[config.mk]
export PLATFORM = sky130hd
export DESIGN_NAME = oven_cook_timer_controller_core
export DESIGN_NICKNAME = d
export VERILOG_FILES = /design/src/hdl/octc_pkg.sv /design/src/hdl/octc_step.sv /design/src/hdl/oven_cook_timer_controller_core.sv
export SDC_FILE = /design/constraint.sdc
export NUM_CORES = 1
export LEC_CHECK = 0
export CORE_UTILIZATION = 35
export DETAILED_ROUTE_END_ITERATION = 16
export DONT_BUFFER_PORTS = 1
export PLACE_DENSITY_LB_ADDON = 0.05
export SYNTH_ARGS = -nofsm -noshare
export SYNTH_HDL_FRONTEND = slang
export SYNTH_SLANG_ARGS = --single-unit
[constraint.sdc]
create_clock -name clk -period 6.7 [get_ports clk]
set_clock_uncertainty 0.2 [all_clocks]
set_input_delay 0.67 -clock clk [delete_from_list [all_inputs] [get_ports clk]]
set_output_delay 0.67 -clock clk [all_outputs]
set_load 0.01 [all_outputs]
[src/hdl/octc_pkg.sv]
`timescale 1ns / 1ps

package octc_pkg;

  localparam int unsigned MinW    = 7;
  localparam int unsigned SecW    = 6;
  localparam int unsigned DigitW  = 4;

  localparam logic [SecW-1:0]   SECS_PER_MIN = SecW'(60);
  localparam logic [MinW-1:0]   MAX_MINUTES  = MinW'(99);
  localparam logic [1:0]        MAX_DIGITS   = 2'd2;
  localparam logic [1:0]        CANCEL_COUNT = 2'd2;
  localparam logic [DigitW-1:0] MAX_DIGIT    = DigitW'(9);

  localparam int unsigned InDataW  = 16;
  localparam int unsigned OutDataW = 24;

  // One control pass as it arrives on the input stream.
  typedef struct packed {
    logic              second_tick;
    logic [DigitW-1:0] key_digit;
    logic              key_valid;
    logic              stop_press;
    logic              start_press;
    logic              food_present;
    logic              door_open;
  } octc_in_t;

  // Controller state carried from pass to pass.
  typedef struct packed {
    logic            start_request;
    logic [1:0]      stop_presses;
    logic [MinW-1:0] minutes_left;
    logic [SecW-1:0] seconds_left;
    logic [1:0]      digits_entered;
    logic            running;
    logic            tick_pending;
    logic            lamp_state;
    logic [MinW-1:0] display_minutes;
    logic [SecW-1:0] display_seconds;
  } octc_state_t;

  // Result of one pass, lowest field in the lowest bits.
  typedef struct packed {
    logic [SecW-1:0] shown_seconds;
    logic [MinW-1:0] shown_minutes;
    logic            cooking;
    logic            magnetron_on;
    logic            lamp_on;
    logic            heater_on;
  } octc_out_t;

endpackage

[src/hdl/octc_step.sv]
`timescale 1ns / 1ps

// Next state of the controller for one pass.
module octc_step import octc_pkg::*; (
  input  octc_in_t    item,
  input  octc_state_t cur,
  output octc_state_t nxt
);

  logic [MinW+3:0] entered;   // minutes * 10 + digit, up to 999
  logic [SecW-1:0] sec_dec;

  always_comb begin
    nxt     = cur;
    entered = '0;
    sec_dec = '0;

    if (item.start_press) begin
      nxt.start_request = 1'b1;
    end
    if (item.stop_press) begin
      nxt.stop_presses = cur.stop_presses + 2'd1;
    end
    if (item.second_tick) begin
      nxt.tick_pending = 1'b1;
    end

    // countdown
    if (nxt.running && nxt.tick_pending) begin
      if (nxt.minutes_left != '0) begin
        sec_dec = (nxt.seconds_left != '0) ? nxt.seconds_left - SecW'(1) : '0;
        nxt.display_minutes = nxt.minutes_left - MinW'(1);
        nxt.display_seconds = sec_dec;
        if (sec_dec == '0) begin
          nxt.minutes_left = nxt.minutes_left - MinW'(1);
          nxt.seconds_left = SECS_PER_MIN;
        end else begin
          nxt.seconds_left = sec_dec;
        end
      end else begin
        nxt.display_minutes = '0;
        nxt.display_seconds = '0;
        nxt.start_request   = 1'b0;
        nxt.running         = 1'b0;
        nxt.lamp_state      = 1'b0;
      end
      nxt.tick_pending = 1'b0;
    end

    if (item.door_open) begin
      nxt.lamp_state = 1'b1;
    end else if (!nxt.start_request) begin
      nxt.lamp_state = 1'b0;
    end

    // keypad entry and start, only with food in and door shut
    if (item.food_present && !item.door_open) begin
      if (nxt.digits_entered < MAX_DIGITS && item.key_valid && item.key_digit <= MAX_DIGIT) begin
        entered = ({4'd0, nxt.minutes_left} << 3) + ({4'd0, nxt.minutes_left} << 1)
                + {(MinW)'(0), item.key_digit};
        if (entered > {4'd0, MAX_MINUTES}) begin
          entered = {4'd0, MAX_MINUTES};
        end
        nxt.minutes_left    = entered[MinW-1:0];
        nxt.display_minutes = entered[MinW-1:0];
        nxt.digits_entered  = nxt.digits_entered + 2'd1;
      end
      if (nxt.start_request && !item.stop_press) begin
        nxt.running      = 1'b1;
        nxt.lamp_state   = 1'b1;
        nxt.stop_presses = '0;
      end
    end

    if (item.stop_press) begin
      nxt.start_request = 1'b0;
      nxt.running       = 1'b0;
      nxt.lamp_state    = 1'b0;
    end

    // second stop press: cancel everything but a pending tick
    if (nxt.stop_presses == CANCEL_COUNT) begin
      nxt.running         = 1'b0;
      nxt.lamp_state      = 1'b0;
      nxt.display_minutes = '0;
      nxt.display_seconds = '0;
      nxt.start_request   = 1'b0;
      nxt.minutes_left    = '0;
      nxt.seconds_left    = SECS_PER_MIN;
      nxt.stop_presses    = '0;
      nxt.digits_entered  = '0;
    end
  end

endmodule

[src/hdl/oven_cook_timer_controller_core.sv]
`timescale 1ns / 1ps

// Channel  | dir | handshake              | payload
// ---------+-----+------------------------+-----------------------------------------
// s_axis   | in  | s_axis_tvalid/tready   | tdata[15:0]  one control pass
// m_axis   | out | m_axis_tvalid/tready   | tdata[23:0]  drives and display
//
// One item per cycle sustained while m_axis is ready; each item passes the input
// register, then the pass logic into the result register and the controller state.
// A pass advances only when the result register is empty or being taken,
// so a stall on m_axis backs up into s_axis after the input register fills.
// rst is synchronous, active high: clears both valid flags and the state
// (seconds_left comes up at 60, all else at zero).
module oven_cook_timer_controller_core import octc_pkg::*; (
  input  logic                clk,
  input  logic                rst,
  input  logic                s_axis_tvalid,
  output logic                s_axis_tready,
  // [0] door_open, [1] food_present, [2] start_press, [3] stop_press,
  // [4] key_valid, [8:5] key_digit, [9] second_tick, [15:10] ignored
  input  logic [InDataW-1:0]  s_axis_tdata,
  output logic                m_axis_tvalid,
  input  logic                m_axis_tready,
  // [0] heater_on, [1] lamp_on, [2] magnetron_on, [3] cooking,
  // [10:4] shown_minutes, [16:11] shown_seconds, [23:17] zero
  output logic [OutDataW-1:0] m_axis_tdata
);

  localparam int unsigned InUsedW  = $bits(octc_in_t);
  localparam int unsigned OutUsedW = $bits(octc_out_t);

  // Controller state right after reset.
  localparam octc_state_t StateReset = '{
    start_request:   1'b0,
    stop_presses:    2'd0,
    minutes_left:    '0,
    seconds_left:    SECS_PER_MIN,
    digits_entered:  2'd0,
    running:         1'b0,
    tick_pending:    1'b0,
    lamp_state:      1'b0,
    display_minutes: '0,
    display_seconds: '0
  };

  logic        in_valid;
  octc_in_t    in_item;
  logic        out_valid;
  octc_out_t   out_item;
  octc_state_t state;
  octc_state_t state_next;
  logic        advance;

  // The pass runs when an item sits in the input register and the
  // result register can take its outcome this cycle.
  assign advance       = in_valid && (!out_valid || m_axis_tready);
  assign s_axis_tready = !in_valid || advance;

  always_ff @(posedge clk) begin
    if (rst) begin
      in_valid <= 1'b0;
    end else if (s_axis_tready) begin
      in_valid <= s_axis_tvalid;
    end
  end

  always_ff @(posedge clk) begin
    if (s_axis_tready && s_axis_tvalid) begin
      in_item <= octc_in_t'(s_axis_tdata[InUsedW-1:0]);
    end
  end

  octc_step u_step (
    .item (in_item),
    .cur  (state),
    .nxt  (state_next)
  );

  always_ff @(posedge clk) begin
    if (rst) begin
      state <= StateReset;
    end else if (advance) begin
      state <= state_next;
    end
  end

  always_ff @(posedge clk) begin
    if (rst) begin
      out_valid <= 1'b0;
    end else if (advance) begin
      out_valid <= 1'b1;
    end else if (m_axis_tready) begin
      out_valid <= 1'b0;
    end
  end

  always_ff @(posedge clk) begin
    if (advance) begin
      out_item.heater_on     <= state_next.running;
      out_item.lamp_on       <= state_next.lamp_state;
      out_item.magnetron_on  <= state_next.running;
      out_item.cooking       <= state_next.running;
      out_item.shown_minutes <= state_next.display_minutes;
      out_item.shown_seconds <= state_next.display_seconds;
    end
  end

  assign m_axis_tvalid = out_valid;
  assign m_axis_tdata  = {(OutDataW - OutUsedW)'(0), out_item};

  // A second stop press is resolved within its own pass.
  a_no_held_cancel: assert property (@(posedge clk) disable iff (rst)
    state.stop_presses != CANCEL_COUNT)
    else $error("stop counter left at cancel count");

  // A run always has its start request and the lamp lit.
  a_run_lamp: assert property (@(posedge clk) disable iff (rst)
    state.running |-> (state.start_request && state.lamp_state))
    else $error("running without start request or lamp");

  // Seconds remaining stay within 1..60.
  a_sec_range: assert property (@(posedge clk) disable iff (rst)
    (state.seconds_left != '0) && (state.seconds_left <= SECS_PER_MIN))
    else $error("seconds_left out of range");

  // Entered minutes saturate and at most two digits count.
  a_entry_range: assert property (@(posedge clk) disable iff (rst)
    (state.minutes_left <= MAX_MINUTES) && (state.digits_entered <= MAX_DIGITS))
    else $error("minutes or digit count out of range");

  // State moves only when a pass is taken.
  a_state_hold: assert property (@(posedge clk) disable iff (rst)
    !$past(advance) && !$past(rst) |-> $stable(state))
    else $error("state changed without a pass");

endmodule
# Word level (Yosys, flattened, before mapping)
# Cells that the tools add are included.
word_totals:
  reg_bits: 61
  out_inout_bits: 26
  word_cells: 89
op_classes:
  n_addsub: 6
  magnitude_cmp: 3
  n_eq_ne: 1
  muxes: 33
  reduce_logical: 23
ops:
  columns: ["op", "n"]
  rows:
  - ["13-bit two-way mux", 3]
  - ["7-bit two-way mux", 4]
  - ["19-bit two-way mux", 1]
  - ["16-bit two-way mux", 1]
  - ["1-bit two-way mux", 15]
  - ["14-bit two-way mux", 1]
  - ["6-bit two-way mux", 2]
  - ["10-bit by 8-bit adder with 11-bit output", 1]
  - ["11-bit by 4-bit adder with 11-bit output", 1]
  - ["11-bit by 7-bit > comparator with 1-bit output, second input constant", 1]
  - ["2-bit nonzero test", 5]
  - ["9-bit two-way mux", 1]
  - ["8-bit two-way mux", 1]
  - ["1-bit logical AND", 7]
  - ["7-bit nonzero test", 1]
  - ["7-bit by 1-bit subtractor with 7-bit output, second input constant", 1]
  - ["6-bit logical NOT", 1]
  - ["2-bit two-way mux", 3]
  - ["3-bit AND reduction", 2]
  - ["6-bit nonzero test", 1]
  - ["6-bit by 1-bit subtractor with 6-bit output, second input constant", 1]
  - ["2-bit by 1-bit adder with 2-bit output, second input constant", 2]
  - ["4-bit less-or-equal comparator, second input constant", 1]
  - ["1-bit logical NOT", 4]
  - ["other kinds (4)", 5]

# Logic depth before layout (Yosys ltp)
# Gate-level depths: netlist (run 1).
depth:
  ltp_word: 15
  depth_mapped: 17
  mapped_depth_nobuf: 16

# Cells and area by module
# From an unflattened synthesis (run 1), not the netlist that was laid out.
unflattened:
  hier_cells: 421
  hier_area_um2: 3936.3
modules_own_cells:
  columns: ["module", "instances", "cells_per_inst", "area_each_um2", "seq_area_each_um2"]
  rows:
  - ["oven_cook_timer_controller_core", 1, 192, 2407.3, 1471.4]
  - ["octc_step", 1, 229, 1529.0, 0.0]

# Least setup slack after synthesis (run 1)
# Ideal clock, no wire load.
synth_timing:
  path_type: "reg-to-reg"
  start: "reg state[18] (netlist name)"
  end: "reg out_item, in the netlist m_axis_tdata[4] (data pin)"
  setup_ns: 0.273
  arrival_ns: 4.241
  required_time_ns: 6.227
  setup_slack_ns: 1.986
  path_stages_with_launch: 16
  path_buffers: 1
  synth_period_minus_slack_ns: 4.714
  path_cell_list: "dfxtp_1 -> inv_1 -> ha_1 -> xor2_1 -> o2bb2a_1 -> buf_2 -> nor4_4 -> mux2i_1 -> ha_1 -> ha_1 -> fa_1 -> or4b_1 -> o221a_2 -> a31oi_2 -> and4b_1 -> a211oi_1"
synth_lines:
  columns: ["element", "line_no", "text"]
  rows:
  - ["start: declaration", "oven_cook_timer_controller_core.sv:50", "octc_state_t state;"]
  - ["start signal: assignment", "oven_cook_timer_controller_core.sv:81", "state <= StateReset;"]
  - ["start signal: assignment", "oven_cook_timer_controller_core.sv:83", "state <= state_next;"]
  - ["end: declaration", "oven_cook_timer_controller_core.sv:49", "octc_out_t out_item;"]

==> flow_summary_export.csv, run 1 <==
group,metric,value,unit
setup_path,cp-start-kind,"flip-flop",
outcome,status,"complete, no violations",
detailed_routing,drt-initial-drc-count,113,
cts,ctsHoldBuffers,0,
timing,hold_viol,0,
setup_path,path_class,"flip-flop to flip-flop",
flow_run,maxCapViolations,0,
synth,async_reset_ff_frac,0,
pwr,p_int,0.561,mW
detailed_routing,routedWlPerCell,17.4,um
cts,cts_tree,"done",
die,initial_utilization,0.362,
die,die_w,103,um
timing,drv_slew,0,
cts,clkSinkCount,61,
global_routing,antenna_found_initial,0,
pwr,p_leak,1.40,nW
setup_path,worstPathArrival,5200,ps
place,place.port_buffers,0,
cts,cts_inserted_buffers,9,
die,ios,46,
setup_path,endpoint_kind,"flip-flop",
synth,synth_edf_count,25,
pwr,swShare,0.271,
pwr,combPwrFrac,0.072,
setup_path,r2r_setup_slack,1360,ps
synth,synth-main-ff-cell,"dfxtp_1",
synth,synth_warnings,0,
synth,synth_area_leaders,"edfxtp_1 21%, dfxtp_1 20%, ha_1 6.4%",
detailed_routing,dr.pass1.iters,4,
timing,slew_headroom,0.234,
pwr,power_frac_seq,0.529,
place,dp_hpwl,6170,um
global_routing,grt_max_degree,29,
timing,setup_viol,0,
detailed_routing,drtAntennaViolNets,0,
detailed_routing,drc_errors,0,
synth,synth_top_area_share,0.212,
cts,worst_setup_hold_path_clk_slew,80,ps
synth,synth.distinct_cells,71,
finish,area_growth,7.42,%
cts,h-tree-depth,3,
global_routing,grt_pass1_wl,14000,um
pwr,p_switching,0.208,mW
finish,instances_no_fill,511,
timing,hold_ws,186,ps
min_path,hp-class,"input port to flip-flop",
pwr,peakVddDrop,0.000122,V
global_routing,grt_pass1_vias,2614,
global_routing,gr-usage-all-layers,0.180,
cts,post_cts_resized,0,
cts,clock_latency,340,ps
die,rows,36,
timing,worstMarginPinSlew,1140,ps
synth,netlist_instances,378,
timing,rsz0062_at_grt,"false",
synth,synth.ff_latch_count,61,
cts,clock_path_buffers,2,
synth,yosysTopAreaCell,"edfxtp_1",
place,place_congestion,0.827,
synth,syn-mean-instance-area,9.36,sq um
die,die_y,103,um
detailed_routing,wl,8890,um
timing,min_period,5340,ps
pwr,p_per_area,202,nW/um^2
finish,drive_above_1_share,0.101,
place,placed_area,3620,sq um
finish,final_area,3800,sq um
timing,fin_crit_sh,0.797,
cts,cts_setup_buffers,0,
pwr,pwr-share-clk,0.399,
global_routing,grt-ovfl-total,0,
synth,syn_area,3540,sq um
setup_path,critPathMaxFanout,8,
place,dp_cells,495,
timing,finalSetupTns,0,ps
finish,nNetsFinal,412,
detailed_routing,via_count,2781,
cts,root_buffer,"clkbuf_8",
finish,n_antenna_cell,0,
synth,seq_area_frac_synth,0.416,
detailed_routing,viasPerCell,5.44,
die,coreArea,9770,sq um
timing,fmax,187,MHz
die,dieArea,10500,sq um
setup_path,cp_data_required_time,6560,ps
pwr,p_total,0.770,mW
## cell families (layout without fill, tap and decap cells)
logic type / after synthesis / after routing / synth area share
mux: 5 / 5 / 0.0148
flops: 61 / 61 / 0.416
xor+xnor: 13 / 13 / 0.0322
fa+ha+maj: 19 / 19 / 0.0693
buf+inv: 36 / 30 / 0.0530
compound gates: 111 / 111 / 0.220
other cells: 1 / 7 / 0.00106
simple gates: 132 / 132 / 0.194
## sequential cells by signal, summed over array words and instances, names as in the netlist
| signal | count |
|---|---|
| state | 34 |
| m_axis_tvalid | 1 |
| in_item | 10 |
| m_axis_tdata | 15 |
| in_valid | 1 |
## layer usage
metal  share of wire  vias up  wire (um)  track usage
met1            0.51     1327       4510        0.254
met4          0.0064        0         57       0.0429
met5               0        -          0            0
met3           0.045        4        402       0.0508
met2            0.44       67       3920        0.271
li1                -     1383          -            -
## power groups by stage
stage / clock [mW] / combinational, mW / sequential, mW
after global placement: 0 / 0.0553 / 0.416
after CTS: 0.320 / 0.0556 / 0.407
after detailed placement: 0 / 0.0552 / 0.416
after floorplan: 0 / 0.0471 / 0.413
after global routing: 0.335 / 0.0623 / 0.409
final: 0.307 / 0.0552 / 0.407
## cell type report
class	count	area, sq um
multi-input combinational	287	1910
clock buffer	10	138
timing repair buffer	5	37.5
tap	133	166
clock inverter	6	46.3
fill	1012	5970
inverter	9	33.8
sequential	61	1470
## layout by cell type (no fill, tap or decap), types with 5 or more instances in the layout
master,n
nand2_1,35
a21oi_1,23
xor2_1,9
buf_4,5
nor4_1,5
inv_1,8
conb_1,7
dfxtp_1,36
ha_1,18
o21ai_0,18
a31oi_1,5
a211oi_1,6
clkbuf_8,10
nor2_1,45
o21ai_1,6
a22oi_1,6
nand3_1,5
edfxtp_1,25
nor3_1,9
## path summary, 6_finish.rpt
| kind | start | end | cells past startpoint |
|---|---|---|---|
| min reg2reg | state[1] | state[1] | 2 |
| max | state[18] | m_axis_tdata[4] | 14 |
| max reg2reg | state[18] | m_axis_tdata[4] | 14 |
| min | rst | state[33] | 1 |
## per-stage QoR
step | setup WS [ps] | utilization
6_report | 1360 | 0.389
3_3_place_gp | 1400 | 0.370
3_5_place_dp | 1370 | 0.370
4_1_cts | 1350 | 0.389
5_1_grt | 1130 | 0.389
2_1_floorplan | 1990 | -
## cell usage after synthesis (6+ instances only)
master / n
nor2_1: 45
dfxtp_1: 36
nand2_1: 35
edfxtp_1: 25
a21oi_1: 23
ha_1: 18
o21ai_0: 18
buf_4: 10
clkbuf_1: 10
nor3_1: 9
xor2_1: 9
inv_1: 8
a211oi_1: 6
a22oi_1: 6
a31oi_1: 6
buf_2: 6
o21ai_1: 6
## critical path: stages, from the launching register on
cell and delay, ps:
dfxtp_1 390, inv_1 100, ha_1 280, xor2_1 180, o2bb2a_1 430, nor4_1 420, mux2i_1 430, xor2_1 190
ha_1 280, fa_1 510, or4b_1 550, o221a_2 310, a31oi_2 370, and4b_1 330, a211oi_1 80
Power figures use the tool's default switching activity.
==> inputs of run 2 (changes only) <==
--- a/config.mk
+++ b/config.mk
@@ -5,6 +5,7 @@
 export SDC_FILE = /design/constraint.sdc
 export NUM_CORES = 1
 export LEC_CHECK = 0
+export ABC_AREA = 1
 export CORE_UTILIZATION = 35
 export DETAILED_ROUTE_END_ITERATION = 16
 export DONT_BUFFER_PORTS = 1
==> constraint.sdc (replaced) <==
create_clock -name clk -period 4.4 [get_ports clk]
set_clock_uncertainty 0.2 [all_clocks]
set_input_delay 0.44 -clock clk [delete_from_list [all_inputs] [get_ports clk]]
set_output_delay 0.44 -clock clk [all_outputs]
set_load 0.01 [all_outputs]
==> flow_summary_export.csv, run 2 <==
group,metric,value,unit
outcome,status,"complete, no violations",
synth,synth.ff_latch_count,61,
timing,fin_crit_sh,0.939,
global_routing,grt_max_degree,37,
setup_path,cp_data_required_time,4480,ps
place,place_congestion,0.792,
synth,synth_area_leaders,"edfxtp_1 20%, dfxtp_1 19%, nand2_1 8.7%",
timing,fmax,242,MHz
synth,yosysTopAreaCell,"edfxtp_1",
finish,drive_above_1_share,0.235,
detailed_routing,via_count,2892,
synth,seq_area_frac_synth,0.391,
cts,clock_latency,350,ps
finish,multi_input_area,2030,sq um
die,coreArea,10400,sq um
synth,synth_warnings,0,
die,die_w,106,um
synth,syn-mean-instance-area,8.28,sq um
finish,fill_cells,1086,
synth,synth.distinct_cells,48,
finish,n_antenna_cell,0,
setup_path,cpMostUsedCell,"nand2_1",
finish,nNetsFinal,519,
global_routing,antenna_found_initial,0,
timing,drv_slew,0,
timing,rsz0062_at_grt,"false",
die,ios,46,
setup_path,endpoint_kind,"flip-flop",
cts,cts_tree,"done",
die,initial_utilization,0.363,
cts,worst_setup_hold_path_clk_slew,70,ps
setup_path,path_cells,"inv_2, ha_4, xor2_1, nand2_2, nand2_2, nor2_4, nand4_4, o21bai_1, nand2_1, xor2_1, inv_1, ha_4, fa_1, or2_2, nor2_2, nor2_1, nand2_1, nand3_2, nor2_8, buf_4, nand4_4, nand2_1, nand2_1, a21oi_2",
die,rows,37,
finish,mostFrequentLayoutCells,"84 x nand2_1, 51 x inv_1, 35 x dfxtp_1",
pwr,p_per_area,294,nW/um^2
setup_path,cpMaxStageDelayCell,"fa_1",
detailed_routing,routedWlPerCell,13.4,um
place,place_ws,104,ps
synth,netlist_instances,454,
global_routing,grt_pass1_wl,13900,um
cts,cts_inserted_buffers,9,
timing,hold_viol,0,
synth,synth_top_area_share,0.200,
synth,synth_edf_count,25,
finish,seqCellArea,1470,sq um
global_routing,grt-ovfl-total,0,
pwr,peakVddDrop,0.000200,V
min_path,hp-class,"input port to flip-flop",
setup_path,r2r_start,"state[18]",
pwr,p_leak,2.04,nW
detailed_routing,drtAntennaViolNets,0,
finish,largest_reg_flops,34,
synth,synth.most_common_cell,"nand2_1",
detailed_routing,viasPerCell,4.66,
die,dieArea,11200,sq um
finish,final_common_cell,"nand2_1",
timing,finalSetupTns,0,ps
timing,slew_headroom,0.464,
place,dp_hpwl,6060,um
die,die_y,106,um
setup_path,path_class,"flip-flop to flip-flop",
place,place.port_buffers,0,
synth,syn_area,3760,sq um
setup_path,cp-start-kind,"flip-flop",
detailed_routing,drt-initial-drc-count,149,
cts,clock_path_buffers,2,
detailed_routing,wl,8330,um
synth,synth-main-ff-cell,"dfxtp_1",
timing,worstMarginPinSlew,802,ps
min_path,min_from,"m_axis_tready",
setup_path,cp-startpoint,"state[18]",
detailed_routing,drc_errors,0,
flow_run,maxCapViolations,0,
finish,top_register,"state",
finish,area_growth,15.4,%
synth,yosys-top-cells-count,"87 x nand2_1, 53 x inv_1, 36 x dfxtp_1, 32 x nor2_1",
setup_path,critPathMaxStageDelay,420,ps
timing,min_period,4130,ps
cts,root_buffer,"clkbuf_8",
cts,clkSinkCount,61,
setup_path,worstPathArrival,4210,ps
synth,async_reset_ff_frac,0,
setup_path,critPathMaxFanout,7,
global_routing,gr-usage-all-layers,0.162,
global_routing,grt_pass1_vias,2787,
detailed_routing,dr.pass1.iters,4,
timing,setup_viol,0,
timing,setup_slack,268,ps
cts,h-tree-depth,3,
## run 2: cell types whose count changed after synthesis, sizes merged, moves of 7 or more
cell	previous run	this run
nand2	35	107
inv	8	58
nand3	6	28
a21oi	24	38
a31oi	7	0
nor4	7	0
## run 2: worst paths after layout
path | end | slack (ps) | depth (start not counted)
setup / recovery | state[26] | 270 | 24
hold / removal | m_axis_tvalid | 90 | 3
setup reg to reg | state[26] | 270 | 24
hold reg to reg | state[13] | 280 | 2
## run 2: routing by layer
layer	share of wire	up-vias	wire, um	GRT usage
met5	0	-	0	0
met4	0.014	0	118	0.0595
met3	0.034	8	280	0.0390
met2	0.46	53	3840	0.249
met1	0.49	1299	4100	0.221
li1	-	1532	-	-
## run 2: area by class of cell
class,count,share of cell area
Clock buffer,12,0.0334
Clock inverter,4,0.0112
Inverter,61,0.0530
Multi-Input combinational cell,318,0.467
Sequential cell,61,0.339
Tap cell,136,0.0392
Timing Repair Buffer,29,0.0565
## run 2: metrics by stage
step	hold WS [ps]	cells	utilization	instance area, sq um	power [mW]
2_1_floorplan	230	460	-	3780	0.752
3_5_place_dp	265	591	0.381	3950	0.773
5_1_grt	77.6	621	0.419	4340	1.34
3_3_place_gp	261	591	0.381	3950	0.771
6_report	85.9	621	0.419	4340	1.28
4_1_cts	69.3	618	0.410	4250	1.29
## run 2: cell families (layout without fill, tap and decap cells)
| family | after synthesis | in the layout | synth area share |
|---|---|---|---|
| other cells | 1 | 7 | 0.000997 |
| simple gates | 200 | 200 | 0.285 |
| buf+inv | 81 | 106 | 0.0922 |
| xor+xnor | 10 | 10 | 0.0253 |
| flops | 61 | 61 | 0.391 |
| compound gates | 82 | 82 | 0.140 |
| fa+ha+maj | 19 | 19 | 0.0652 |
## run 2: timing repair
action / 4_1_cts / 5_1_grt
endpoints found under the setup margin: 0 / 21
resized for setup: 0 / 17
hold buffers: 11 / 0
endpoints found under the hold margin: 26 / 0
setup buffers: 0 / 3
## run 2: power breakdown
part,switching (mW),leakage (nW),internal [mW]
Combinational,0.0843,1.40,0.0486
Sequential,0.0182,0.535,0.620
Clock,0.227,0.100,0.276
Total,0.330,2.04,0.945
## run 2: worst max-delay path, delay by kind of cell (launching register included)
family                     cells  cell delay, ps
adders and majority gates      3             870
DFF                            1             350
buffers and inverters          3             300
AOI/OAI and AO/OA              2             340
and+or+nand+nor               14            1710
xor gates and xnor gates       2             300
